### config.mk
export PLATFORM = sky130hd
export DESIGN_NAME = rational_arithmetic_unit_core
export DESIGN_NICKNAME = d
export VERILOG_FILES = /design/src/design/rau_pkg.sv /design/src/design/rau_mul.sv /design/src/design/rau_alu.sv /design/src/design/rational_arithmetic_unit_core.sv
export SDC_FILE = /design/constraint.sdc
export NUM_CORES = 2
export LEC_CHECK = 0
export ABC_AREA = 1
export BUFFER_PORTS_ARGS = -buffer_cell sky130_fd_sc_hd__buf_2
export CORE_ASPECT_RATIO = 0.75
export CORE_MARGIN = 2
export CORE_UTILIZATION = 45
export CTS_CLUSTER_DIAMETER = 200
export CTS_CLUSTER_SIZE = 25
export DETAILED_ROUTE_END_ITERATION = 10
export GPL_TIMING_DRIVEN = 1
export PLACE_DENSITY = 0.61
export SYNTH_ARGS = -nofsm -noshare
export SYNTH_HDL_FRONTEND = slang
export SYNTH_SLANG_ARGS = --single-unit
export TNS_END_PERCENT = 1
### constraint.sdc
create_clock -name clock -period 12.7 [get_ports clock]
set_clock_uncertainty 0.15 [all_clocks]
set_input_delay 1.27 -clock clock [delete_from_list [all_inputs] [get_ports clock]]
set_output_delay 1.27 -clock clock [all_outputs]
set_load 0.02 [all_outputs]
### src/design/rau_pkg.sv
`timescale 1ns / 1ps
// ----------------------------------------------------------------------------
// rau_pkg: shared types and constants for the rational arithmetic unit
// Operation and status codes, sequencer states and datapath widths.
// ----------------------------------------------------------------------------
package rau_pkg;

   localparam int OPERAND_WIDTH_DEF = 32;
   localparam int FIELD_W           = 32;
   localparam int WORD_W            = 64;
   localparam int DEN_W             = 63;
   localparam int ALU_W             = WORD_W + 1;
   localparam int CNT_W             = $clog2(WORD_W);
   localparam int REQ_DATA_W        = 4 * FIELD_W;
   localparam int RSP_DATA_W        = 128;

   typedef enum logic [1:0] {
      MODE_ADD,
      MODE_SUB,
      MODE_MUL,
      MODE_DIV
   } mode_type;

   typedef enum logic {
      STATUS_OK,
      STATUS_INF
   } status_type;

   typedef enum logic [3:0] {
      ST_IDLE,
      ST_MUL0,
      ST_MUL1,
      ST_MUL2,
      ST_MUL3,
      ST_CHECK,
      ST_ABSN,
      ST_ABSD,
      ST_TWOS,
      ST_ODDU,
      ST_GCD,
      ST_GDONE,
      ST_DIVN,
      ST_DIVD,
      ST_SIGN,
      ST_OUT
   } state_type;

   typedef struct packed {
      logic [ALU_W-1:0] a;
      logic [ALU_W-1:0] b;
      logic             sub;
   } alu_req_type;

endpackage

### src/design/rau_mul.sv
`timescale 1ns / 1ps
// ----------------------------------------------------------------------------
// rau_mul: shared signed multiplier
// One signed product per cycle, registered at the output.
// ----------------------------------------------------------------------------
module rau_mul #(
   parameter int OPERAND_WIDTH = rau_pkg::OPERAND_WIDTH_DEF
) (
   input  logic                            clock,
   input  logic signed [OPERAND_WIDTH-1:0]   mul_a,
   input  logic signed [OPERAND_WIDTH-1:0]   mul_b,
   output logic signed [2*OPERAND_WIDTH-1:0] prod_ff
);

   always_ff @(posedge clock) begin
      prod_ff <= mul_a * mul_b;
   end

endmodule

### src/design/rau_alu.sv
`timescale 1ns / 1ps
// ----------------------------------------------------------------------------
// rau_alu: shared add/subtract unit
// Adds or subtracts two 65-bit operands; carry out high means no borrow.
// ----------------------------------------------------------------------------
module rau_alu (
   input  rau_pkg::alu_req_type          alu_req,
   output logic [rau_pkg::ALU_W-1:0]     alu_sum,
   output logic                          alu_carry
);

   localparam int SUM_W = rau_pkg::ALU_W + 1;

   logic [rau_pkg::ALU_W-1:0] op_b;

   assign op_b = alu_req.sub ? ~alu_req.b : alu_req.b;
   assign {alu_carry, alu_sum} = SUM_W'(alu_req.a) + SUM_W'(op_b) + SUM_W'(alu_req.sub);

endmodule

### src/design/rational_arithmetic_unit_core.sv
`timescale 1ns / 1ps
// ----------------------------------------------------------------------------
// rational_arithmetic_unit_core: fraction add/sub/mul/div with gcd reduction
// Forms cross products, moves the sign to the numerator and reduces the
// fraction with a binary gcd and two restoring divisions.
//
//  channel | direction | word contents
//  req     | in        | tdata: a_num, a_den, b_num, b_den; tuser: mode
//  rsp     | out       | tdata: res_num, res_den; tuser: status
//
// A word passes through the cross products, the two's-count, the gcd
// subtract/shift loop and two 64-step divisions; the shared 65-bit adder
// serves the gcd loop and gives one quotient bit per cycle in the divisions.
// Zero numerator or zero denominator results go from the check straight to output.
// reset clears the sequencer and the output valid; no clearing pass.
// A result waits in the output register; a stalled rsp holds only the last step.
// ----------------------------------------------------------------------------
module rational_arithmetic_unit_core #(
   parameter int OPERAND_WIDTH = rau_pkg::OPERAND_WIDTH_DEF
) (
   input  logic                              clock,
   input  logic                              reset,
   input  logic                              req_tvalid,
   output logic                              req_tready,
   // a_num[31:0], a_den[63:32], b_num[95:64], b_den[127:96]
   input  logic [rau_pkg::REQ_DATA_W-1:0]    req_tdata,
   // mode[1:0]
   input  logic [1:0]                        req_tuser,
   output logic                              rsp_tvalid,
   input  logic                              rsp_tready,
   // res_num[63:0], res_den[126:64], zero[127]
   output logic [rau_pkg::RSP_DATA_W-1:0]    rsp_tdata,
   // status[0]
   output logic                              rsp_tuser
);

   localparam int W  = rau_pkg::WORD_W;
   localparam int FW = rau_pkg::FIELD_W;
   localparam int CW = rau_pkg::CNT_W;
   localparam int AW = rau_pkg::ALU_W;
   localparam logic [CW-1:0] CNT_LAST = CW'(W - 1);

   rau_pkg::state_type  state_ff, state_in;
   rau_pkg::mode_type   mode_ff, mode_in;
   rau_pkg::status_type stat_ff, stat_in, rsp_stat_ff, rsp_stat_in;

   logic signed [OPERAND_WIDTH-1:0] an_ff, an_in, ad_ff, ad_in;
   logic signed [OPERAND_WIDTH-1:0] bn_ff, bn_in, bd_ff, bd_in;
   logic signed [OPERAND_WIDTH-1:0] mul_a, mul_b;
   logic signed [2*OPERAND_WIDTH-1:0] prod;
   logic signed [W-1:0] prod64;

   logic [W-1:0] n_ff, n_in, d_ff, d_in, u_ff, u_in, v_ff, v_in;
   logic [W-1:0] rem_ff, rem_in, quo_ff, quo_in, quo_step;
   logic [W-1:0] rsp_num_ff, rsp_num_in;
   logic [rau_pkg::DEN_W-1:0] rsp_den_ff, rsp_den_in;
   logic [CW-1:0] k_ff, k_in, cnt_ff, cnt_in;
   logic          neg_ff, neg_in;
   logic          rsp_valid_ff, rsp_valid_in;
   logic          rsp_free;
   logic [AW-1:0] shifted;

   rau_pkg::alu_req_type alu_req;
   logic [AW-1:0] alu_sum;
   logic          alu_carry;

   rau_mul #(.OPERAND_WIDTH(OPERAND_WIDTH)) u_mul (
      .clock   (clock),
      .mul_a   (mul_a),
      .mul_b   (mul_b),
      .prod_ff (prod)
   );

   rau_alu u_alu (
      .alu_req   (alu_req),
      .alu_sum   (alu_sum),
      .alu_carry (alu_carry)
   );

   assign prod64     = W'(prod);
   assign rsp_free   = !rsp_valid_ff || rsp_tready;
   assign req_tready = (state_ff == rau_pkg::ST_IDLE);
   assign rsp_tvalid = rsp_valid_ff;
   assign rsp_tdata  = {1'b0, rsp_den_ff, rsp_num_ff};
   assign rsp_tuser  = rsp_stat_ff;
   assign shifted    = {rem_ff, quo_ff[W-1]};
   assign quo_step   = {quo_ff[W-2:0], alu_carry};

   // next state
   always_comb begin
      state_in = state_ff;
      case (state_ff)
         rau_pkg::ST_IDLE:  if (req_tvalid) state_in = rau_pkg::ST_MUL0;
         rau_pkg::ST_MUL0:  state_in = rau_pkg::ST_MUL1;
         rau_pkg::ST_MUL1:  state_in = rau_pkg::ST_MUL2;
         rau_pkg::ST_MUL2:  state_in = rau_pkg::ST_MUL3;
         rau_pkg::ST_MUL3:  state_in = rau_pkg::ST_CHECK;
         rau_pkg::ST_CHECK: begin
            if (d_ff == '0 || n_ff == '0) state_in = rau_pkg::ST_OUT;
            else state_in = rau_pkg::ST_ABSN;
         end
         rau_pkg::ST_ABSN:  state_in = rau_pkg::ST_ABSD;
         rau_pkg::ST_ABSD:  state_in = rau_pkg::ST_TWOS;
         rau_pkg::ST_TWOS:  if (u_ff[0] || v_ff[0]) state_in = rau_pkg::ST_ODDU;
         rau_pkg::ST_ODDU:  if (u_ff[0]) state_in = rau_pkg::ST_GCD;
         rau_pkg::ST_GCD:   if (v_ff == '0) state_in = rau_pkg::ST_GDONE;
         rau_pkg::ST_GDONE: state_in = rau_pkg::ST_DIVN;
         rau_pkg::ST_DIVN:  if (cnt_ff == CNT_LAST) state_in = rau_pkg::ST_DIVD;
         rau_pkg::ST_DIVD:  if (cnt_ff == CNT_LAST) state_in = rau_pkg::ST_SIGN;
         rau_pkg::ST_SIGN:  state_in = rau_pkg::ST_OUT;
         rau_pkg::ST_OUT:   if (rsp_free) state_in = rau_pkg::ST_IDLE;
         default:           state_in = rau_pkg::ST_IDLE;
      endcase
   end

   // datapath controls
   always_comb begin
      mode_in      = mode_ff;
      an_in        = an_ff;
      ad_in        = ad_ff;
      bn_in        = bn_ff;
      bd_in        = bd_ff;
      n_in         = n_ff;
      d_in         = d_ff;
      u_in         = u_ff;
      v_in         = v_ff;
      rem_in       = rem_ff;
      quo_in       = quo_ff;
      k_in         = k_ff;
      cnt_in       = cnt_ff;
      neg_in       = neg_ff;
      stat_in      = stat_ff;
      rsp_num_in   = rsp_num_ff;
      rsp_den_in   = rsp_den_ff;
      rsp_stat_in  = rsp_stat_ff;
      rsp_valid_in = rsp_valid_ff && !rsp_tready;
      mul_a        = an_ff;
      mul_b        = bd_ff;
      alu_req      = '0;
      case (state_ff)
         rau_pkg::ST_IDLE: begin
            if (req_tvalid) begin
               mode_in = rau_pkg::mode_type'(req_tuser);
               an_in   = req_tdata[0 +: OPERAND_WIDTH];
               ad_in   = req_tdata[FW +: OPERAND_WIDTH];
               bn_in   = req_tdata[2*FW +: OPERAND_WIDTH];
               bd_in   = req_tdata[3*FW +: OPERAND_WIDTH];
            end
         end
         rau_pkg::ST_MUL0: begin
            mul_a = an_ff;
            mul_b = (mode_ff == rau_pkg::MODE_MUL) ? bn_ff : bd_ff;
         end
         rau_pkg::ST_MUL1: begin
            n_in  = prod64;
            mul_a = bn_ff;
            mul_b = ad_ff;
         end
         rau_pkg::ST_MUL2: begin
            alu_req.a   = {1'b0, n_ff};
            alu_req.b   = {1'b0, prod64};
            alu_req.sub = (mode_ff == rau_pkg::MODE_SUB);
            if (mode_ff == rau_pkg::MODE_ADD || mode_ff == rau_pkg::MODE_SUB) begin
               n_in = alu_sum[W-1:0];
            end
            mul_a = ad_ff;
            mul_b = (mode_ff == rau_pkg::MODE_DIV) ? bn_ff : bd_ff;
         end
         rau_pkg::ST_MUL3: begin
            d_in = prod64;
         end
         rau_pkg::ST_CHECK: begin
            k_in    = '0;
            neg_in  = n_ff[W-1] ^ d_ff[W-1];
            stat_in = rau_pkg::STATUS_OK;
            if (d_ff == '0) begin
               // infinite: numerator becomes the sign of n
               stat_in = rau_pkg::STATUS_INF;
               if (n_ff == '0) n_in = '0;
               else if (n_ff[W-1]) n_in = '1;
               else n_in = W'(1);
            end else if (n_ff == '0) begin
               d_in = W'(1);
            end
         end
         rau_pkg::ST_ABSN: begin
            alu_req.b   = {1'b0, n_ff};
            alu_req.sub = 1'b1;
            if (n_ff[W-1]) n_in = alu_sum[W-1:0];
            u_in = n_ff[W-1] ? alu_sum[W-1:0] : n_ff;
         end
         rau_pkg::ST_ABSD: begin
            alu_req.b   = {1'b0, d_ff};
            alu_req.sub = 1'b1;
            if (d_ff[W-1]) d_in = alu_sum[W-1:0];
            v_in = d_ff[W-1] ? alu_sum[W-1:0] : d_ff;
         end
         rau_pkg::ST_TWOS: begin
            // strip common factors of two, count them in k
            if (!u_ff[0] && !v_ff[0]) begin
               u_in = u_ff >> 1;
               v_in = v_ff >> 1;
               k_in = k_ff + CW'(1);
            end
         end
         rau_pkg::ST_ODDU: begin
            if (!u_ff[0]) u_in = u_ff >> 1;
         end
         rau_pkg::ST_GCD: begin
            alu_req.a   = {1'b0, v_ff};
            alu_req.b   = {1'b0, u_ff};
            alu_req.sub = 1'b1;
            if (v_ff != '0) begin
               if (!v_ff[0]) begin
                  v_in = v_ff >> 1;
               end else if (!alu_carry) begin
                  // keep u the smaller odd value
                  u_in = v_ff;
                  v_in = u_ff;
               end else begin
                  v_in = alu_sum[W-1:0];
               end
            end
         end
         rau_pkg::ST_GDONE: begin
            u_in   = u_ff << k_ff;
            rem_in = '0;
            quo_in = n_ff;
            cnt_in = '0;
         end
         rau_pkg::ST_DIVN, rau_pkg::ST_DIVD: begin
            alu_req.a   = shifted;
            alu_req.b   = {1'b0, u_ff};
            alu_req.sub = 1'b1;
            rem_in = alu_carry ? alu_sum[W-1:0] : shifted[W-1:0];
            quo_in = quo_step;
            cnt_in = cnt_ff + CW'(1);
            if (cnt_ff == CNT_LAST) begin
               if (state_ff == rau_pkg::ST_DIVN) begin
                  n_in   = quo_step;
                  quo_in = d_ff;
                  rem_in = '0;
                  cnt_in = '0;
               end else begin
                  d_in = quo_step;
               end
            end
         end
         rau_pkg::ST_SIGN: begin
            alu_req.b   = {1'b0, n_ff};
            alu_req.sub = 1'b1;
            if (neg_ff) n_in = alu_sum[W-1:0];
         end
         rau_pkg::ST_OUT: begin
            if (rsp_free) begin
               rsp_num_in   = n_ff;
               rsp_den_in   = d_ff[rau_pkg::DEN_W-1:0];
               rsp_stat_in  = stat_ff;
               rsp_valid_in = 1'b1;
            end
         end
         default: begin
         end
      endcase
   end

   always_ff @(posedge clock) begin
      if (reset) begin
         state_ff     <= rau_pkg::ST_IDLE;
         rsp_valid_ff <= 1'b0;
      end else begin
         state_ff     <= state_in;
         rsp_valid_ff <= rsp_valid_in;
      end
   end

   always_ff @(posedge clock) begin
      mode_ff     <= mode_in;
      an_ff       <= an_in;
      ad_ff       <= ad_in;
      bn_ff       <= bn_in;
      bd_ff       <= bd_in;
      n_ff        <= n_in;
      d_ff        <= d_in;
      u_ff        <= u_in;
      v_ff        <= v_in;
      rem_ff      <= rem_in;
      quo_ff      <= quo_in;
      k_ff        <= k_in;
      cnt_ff      <= cnt_in;
      neg_ff      <= neg_in;
      stat_ff     <= stat_in;
      rsp_num_ff  <= rsp_num_in;
      rsp_den_ff  <= rsp_den_in;
      rsp_stat_ff <= rsp_stat_in;
   end

endmodule

After elaboration in Yosys (flattened, before gate mapping):

Cells that the tools add are included.

* add/sub/neg operators: 4
* multiply operators: 1
* div/mod/pow operators: 0
* $lt $le $gt $ge: 0
* eq/ne operators: 38
* shift-type cells: 1
* muxes and demuxes: 56
* bitwise operators: 2
* reduce and logical (&&, ||, !) cells: 34

Operators by type and width (number)
* two-way mux 64 bit: 26
* one-hot mux 64 bit (6 select lines): 1
* one-hot mux 64 bit (5 select lines): 1
* one-hot mux 65 bit (4 select lines): 1
* one-hot mux 64 bit (2 select lines): 2
* one-hot mux 64 bit (4 select lines): 1
* one-hot mux 65 bit (3 select lines): 1
* zero test 64 bit: 3
* one-hot mux 64 bit (3 select lines): 1
* one-hot mux 32 bit (3 select lines): 1
* adder 65 x 65 -> 66 bit: 1
* adder 66 x 1 -> 66 bit: 1
* two-way mux 65 bit: 1
* inverter 64 -> 65 bit: 1
* multiplier 32 x 32 -> 64 bit: 1
* two-way mux 32 bit: 2
* one-hot mux 32 bit (2 select lines): 1
* one-hot mux 4 bit (16 select lines): 1
* nonzero test 64 bit: 1
* left shift 64 x 6 -> 64 bit: 1
* inequality test 2 bit (second input constant): 19
* equality test 4 bit (second input constant): 8
* two-way mux 4 bit: 8
* one-hot mux 6 bit (2 select lines): 2
* other kinds (28): 50

* register bits after elaboration: 725
* bits in latches: 0
* RAM bits: 0
* bits in read-only memories: 0
* output and inout bits: 131
* word-level logic and storage cells: 158
* memories: 0

Depth between registers and ports, before layout:

* depth after elaboration: 11
* gate-level depth with buffers: 44
* mapped depth without buffers: 42

Cells and area by module:

A second synthesis with hierarchy kept.

* cells, all modules: 10840
* area total of the unflattened synthesis: 84592.4 um^2

By module, submodules not included
* rau_mul: instances 1, cells an instance 5068, area each 40057.2 um^2, sequential area each 1281.2 um^2
* rational_arithmetic_unit_core: instances 1, cells an instance 4558, area each 38316.7 um^2, sequential area each 19799.0 um^2
* rau_alu: instances 1, cells an instance 1214, area each 6218.5 um^2, sequential area each 0.0 um^2

Worst setup path before layout:

Ideal clock, no wire load.

* path type: flip-flop to flip-flop
* start: register state_ff[2]
* end: register n_ff[0], enable pin
* library setup time: 0.828 ns
* data arrival time: 11.545 ns
* required time: 11.722 ns
* setup slack: 0.178 ns
* cell stages (with the launch flop): 10
* clock period less this slack: 12.522 ns
* cells stage by stage: dfxtp_1 > buf_2 > nand2_2 > inv_1 > nand2_2 > clkbuf_1 > nor2_1 > nor2_1 > inv_1 > a2111oi_0

* cells in the longest elaborated chain, start to end: 4

RTL lines
* start, declared: line rational_arithmetic_unit_core.sv:43 `rau_pkg::state_type state_ff, state_in;`
* start signal, assigned: line rational_arithmetic_unit_core.sv:269 `state_ff <= rau_pkg::ST_IDLE;`
* start signal, assigned: line rational_arithmetic_unit_core.sv:272 `state_ff <= state_in;`
* equality test 4 bit, on equally long branches: line rational_arithmetic_unit_core.sv:140, rational_arithmetic_unit_core.sv:239
* OR reduction 2 bit: line rational_arithmetic_unit_core.sv:140 `case (state_ff)`
* nonzero test 6 bit (no line) or inequality test 2 bit (tied branches)
* AND reduction 6 bit (no line) *
* end signal, assigned: line rational_arithmetic_unit_core.sv:283 `n_ff <= n_in;`
* end, declared: line rational_arithmetic_unit_core.sv:53 `logic [W-1:0] n_ff, n_in, d_ff, d_in, u_ff, u_in, v_ff, v_in;`

Every way passes the cells marked *; elsewhere a longest branch is shown, timed or not.
A chain may end at the register's enable or synchronous reset.

Final worst setup path:

* start: register state_ff[2]
* end: register u_mul.prod_ff[61]

* cells in the longest elaborated chain, start to end: 3

RTL lines
* equality test 4 x 2 -> 1 bit or equality test 4 x 1 -> 1 bit (tied branches): line rational_arithmetic_unit_core.sv:140
* one-hot mux 32 bit (3 select lines) or one-hot mux 32 bit (2 select lines) (tied branches): line rational_arithmetic_unit_core.sv:140
* multiplier 32 x 32 -> 64 bit *: line rau_mul.sv:16 `prod_ff <= mul_a * mul_b;`
* end signal, assigned: line rau_mul.sv:16
* end, declared: line rau_mul.sv:12 `output logic signed [2*OPERAND_WIDTH-1:0] prod_ff`

Marks and branches as above.

==> results.toml <==
[cts]
numCtsBuffers = 35
clock_path_buffers = 3
ctsRootBufferMaster = "clkbuf_16"
cts_setup_buffers = 0
cts_hold_buf = 0
cts_tree = "yes"
path_clk_slew_ns = 0.10
ctsResizeCount = 0
htree_levels = 2
clock-sinks = 725
insertion_delay_ns = 0.73

[detailed_routing]
dr_total_vias = 73210
totalWireLength_um = 359300
wl_per_cell_um = 30.25
drc = 0
drt_pass1_iterations = 9
vias_per_cell = 6.164
drtIter0Drc = 11440
ant_nets = 0

[place]
port_buffers = 263
hpwlAfterDp_um = 278200
gp_congestion = 1.112

[logic_synthesis]
yosysSeqAreaShare = 0.2641
synth_most_common_cell = "nand2_1"
synth_area_leader_cell = "fa_1"
synth_area_leaders = "fa_1, edfxtp_1, nand2_1"
syn_inst = 9466
synth-main-ff-cell = "edfxtp_1"
ys_ff_latch = 725
synth_nets = 10930
yosys.area.top_type_share = 0.2716
synthDistinctLibCells = 62
ys_warn_count = 0
synth_edf_count = 656
avgSynthCellArea_um2 = 8.433
synthTopCellsByCount = "nand2_1, inv_1, fa_1"
async_flop_share = 0
synthesis.area_mm2 = 0.07983

[critical_path]
worst_path_max_delay_cell = "a221oi_4"
cpPeakStageDelay_ns = 1.12
crit_arrival_ns = 11.63
r2r-start = "state_ff[2]$_SDFFE_PP0P_"
worstReg2RegEnd = "u_mul.prod_ff[61]$_DFF_P_"
ff2ff_setup_slack_ns = 1.41
path_max_fanout = 21
reg2reg_depth = 30
crit_path_end_kind = "flop"
critPathKind = "reg2reg"
setup.worst_path.end = "u_mul.prod_ff[61]$_DFF_P_"
startpoint = "state_ff[2]$_SDFFE_PP0P_"
cp_common_cell = "fa_1"
cp.required_ns = 13.04
start_kind = "flop"

[timing]
rsz0062_at_grt = "false"
fin_setup_tns_ns = 0
finalSetupViolCount = 0
tightestPinTransition_ns = 1.451
final_hold_viol_count = 0
fmax_mhz = 88.60
slew_headroom = 0.02443
drv_slew = 0
period_share = 0.8887
finalCriticalPeriod_ns = 11.29

[hold_path]
hold_path.class = "reg2reg"

[global_route]
grt_overflow = 0
grt_usage = 0.3953
grt_start_max_net_pins = 79
grt_pass1_wl_um = 515600
grt_pass1_vias = 71560
antenna_found_initial = 29

[die]
initial_core_util = 0.4543
dieHeight_um = 368.8
die_x_um = 490.3
pin_count = 265
placementRows = 133
dieArea_mm2 = 0.1808
core-area_mm2 = 0.1757

[cells_and_area]
layout-drive-gt1-share = 0.06690
fillers = 17200
area_delta_synth_final_pct = 6.735
fin_nets = 10950

[outcome]
status = "finished, final reports clean"

[run]
maxCapViolCount = 0
## logic make-up after synthesis
group           count (synthesis)  share of synthesized area
fa+ha+maj                    1333                     0.3108
flops                         725                     0.2641
buf+inv                      2115                     0.1005
mux                            41                   0.005141
xor+xnor                      178                    0.01981
compound gates               1699                     0.1310
other cells                     1                 0.00004698
simple gates                 3374                     0.1687
## through the flow
stage          setup WS, ns  utilization  cell area (um2)  hold slack, ns  instances
6_report              1.413       0.4849            85210          0.2949      11880
3_5_place_dp          1.712       0.4788            84140          0.2744      11810
2_1_floorplan        0.1776            -            79830          0.2503       9466
4_1_cts               1.617       0.4848            85190          0.2973      11870
3_3_place_gp          1.774       0.4788            84140          0.2762      11810
5_1_grt              0.7878       0.4848            85190          0.3105      11870
## flip-flops by register name, summed over array words and instances (netlist names), 2 cells and up
| name | flops |
|---|---|
| k_ff | 6 |
| an_ff | 32 |
| bn_ff | 32 |
| d_ff | 64 |
| u_mul.prod_ff | 64 |
| ad_ff | 32 |
| rsp_num_ff | 64 |
| rsp_den_ff | 63 |
| rem_ff | 64 |
| bd_ff | 32 |
| u_ff | 64 |
| v_ff | 64 |
| mode_ff | 2 |
| n_ff | 64 |
| state_ff | 4 |
| cnt_ff | 6 |
| quo_ff | 64 |
## critical path: cells and delay by family (launching register included)
kind	cells	cell delay, ns
buf+inv	8	2.05
xor+xnor	1	0.13
simple gates	6	1.04
flops	1	0.41
fa+ha+maj	9	4.66
compound gates	6	2.63
## how the worst min path moves through the flow
stage	start	end	slack, ns	cells past startpoint
5_1_grt	stat_ff$_DFFE_PP_	rsp_tuser$_DFFE_PP_	0.31	0
3_3_place_gp	stat_ff$_DFFE_PP_	rsp_tuser$_DFFE_PP_	0.28	0
3_5_place_dp	stat_ff$_DFFE_PP_	rsp_tuser$_DFFE_PP_	0.27	0
4_1_cts	stat_ff$_DFFE_PP_	rsp_tuser$_DFFE_PP_	0.30	0
2_1_floorplan	stat_ff$_DFFE_PP_	rsp_tuser$_DFFE_PP_	0.25	0
6_report	stat_ff$_DFFE_PP_	rsp_tuser$_DFFE_PP_	0.29	0
## per-layer routing
layer	global-route usage	wire, um	vias up
met5	0	144	-
met4	0.1454	16140	18
li1	-	-	30480
met2	0.5294	137200	5561
met1	0.5781	149200	36400
met3	0.1438	56610	743
## cell usage in the layout, fill, tap and decap left out, types with 18 or more instances in the layout
cell type	n
nand2_1	1868
inv_1	1593
fa_1	1083
nor2_1	1031
edfxtp_1	656
o21ai_0	630
a21oi_1	377
buf_2	263
nand3_1	258
ha_1	250
buf_4	191
o211ai_1	143
xor2_1	121
o22ai_1	112
o2111ai_1	93
dfxtp_1	69
xnor2_1	54
nand4_1	49
nor3_1	43
mux2i_1	41
a221oi_1	40
a31oi_1	40
nor4_1	39
a221o_1	37
clkbuf_16	37
o221ai_1	32
o21ai_1	32
a21o_1	29
inv_2	28
o21a_1	22
o211a_1	21
nand2_2	20
clkbuf_1	18
## area by class of cell
type,instances,area [um2],area share
clock buffers,55,993.5,0.01166
repair buffers,458,2830,0.03322
inverters,1640,6170,0.07241
flip-flops and latches,725,21080,0.2474
multi-input cells,6626,51100,0.5997
clock inverters,3,55.05,0.0006461
well taps,2362,2955,0.03468
diodes,8,20.02,0.0002350
Power is not shown: default switching activity piles up to over one toggle a cycle in this logic, so the estimate is an artifact.
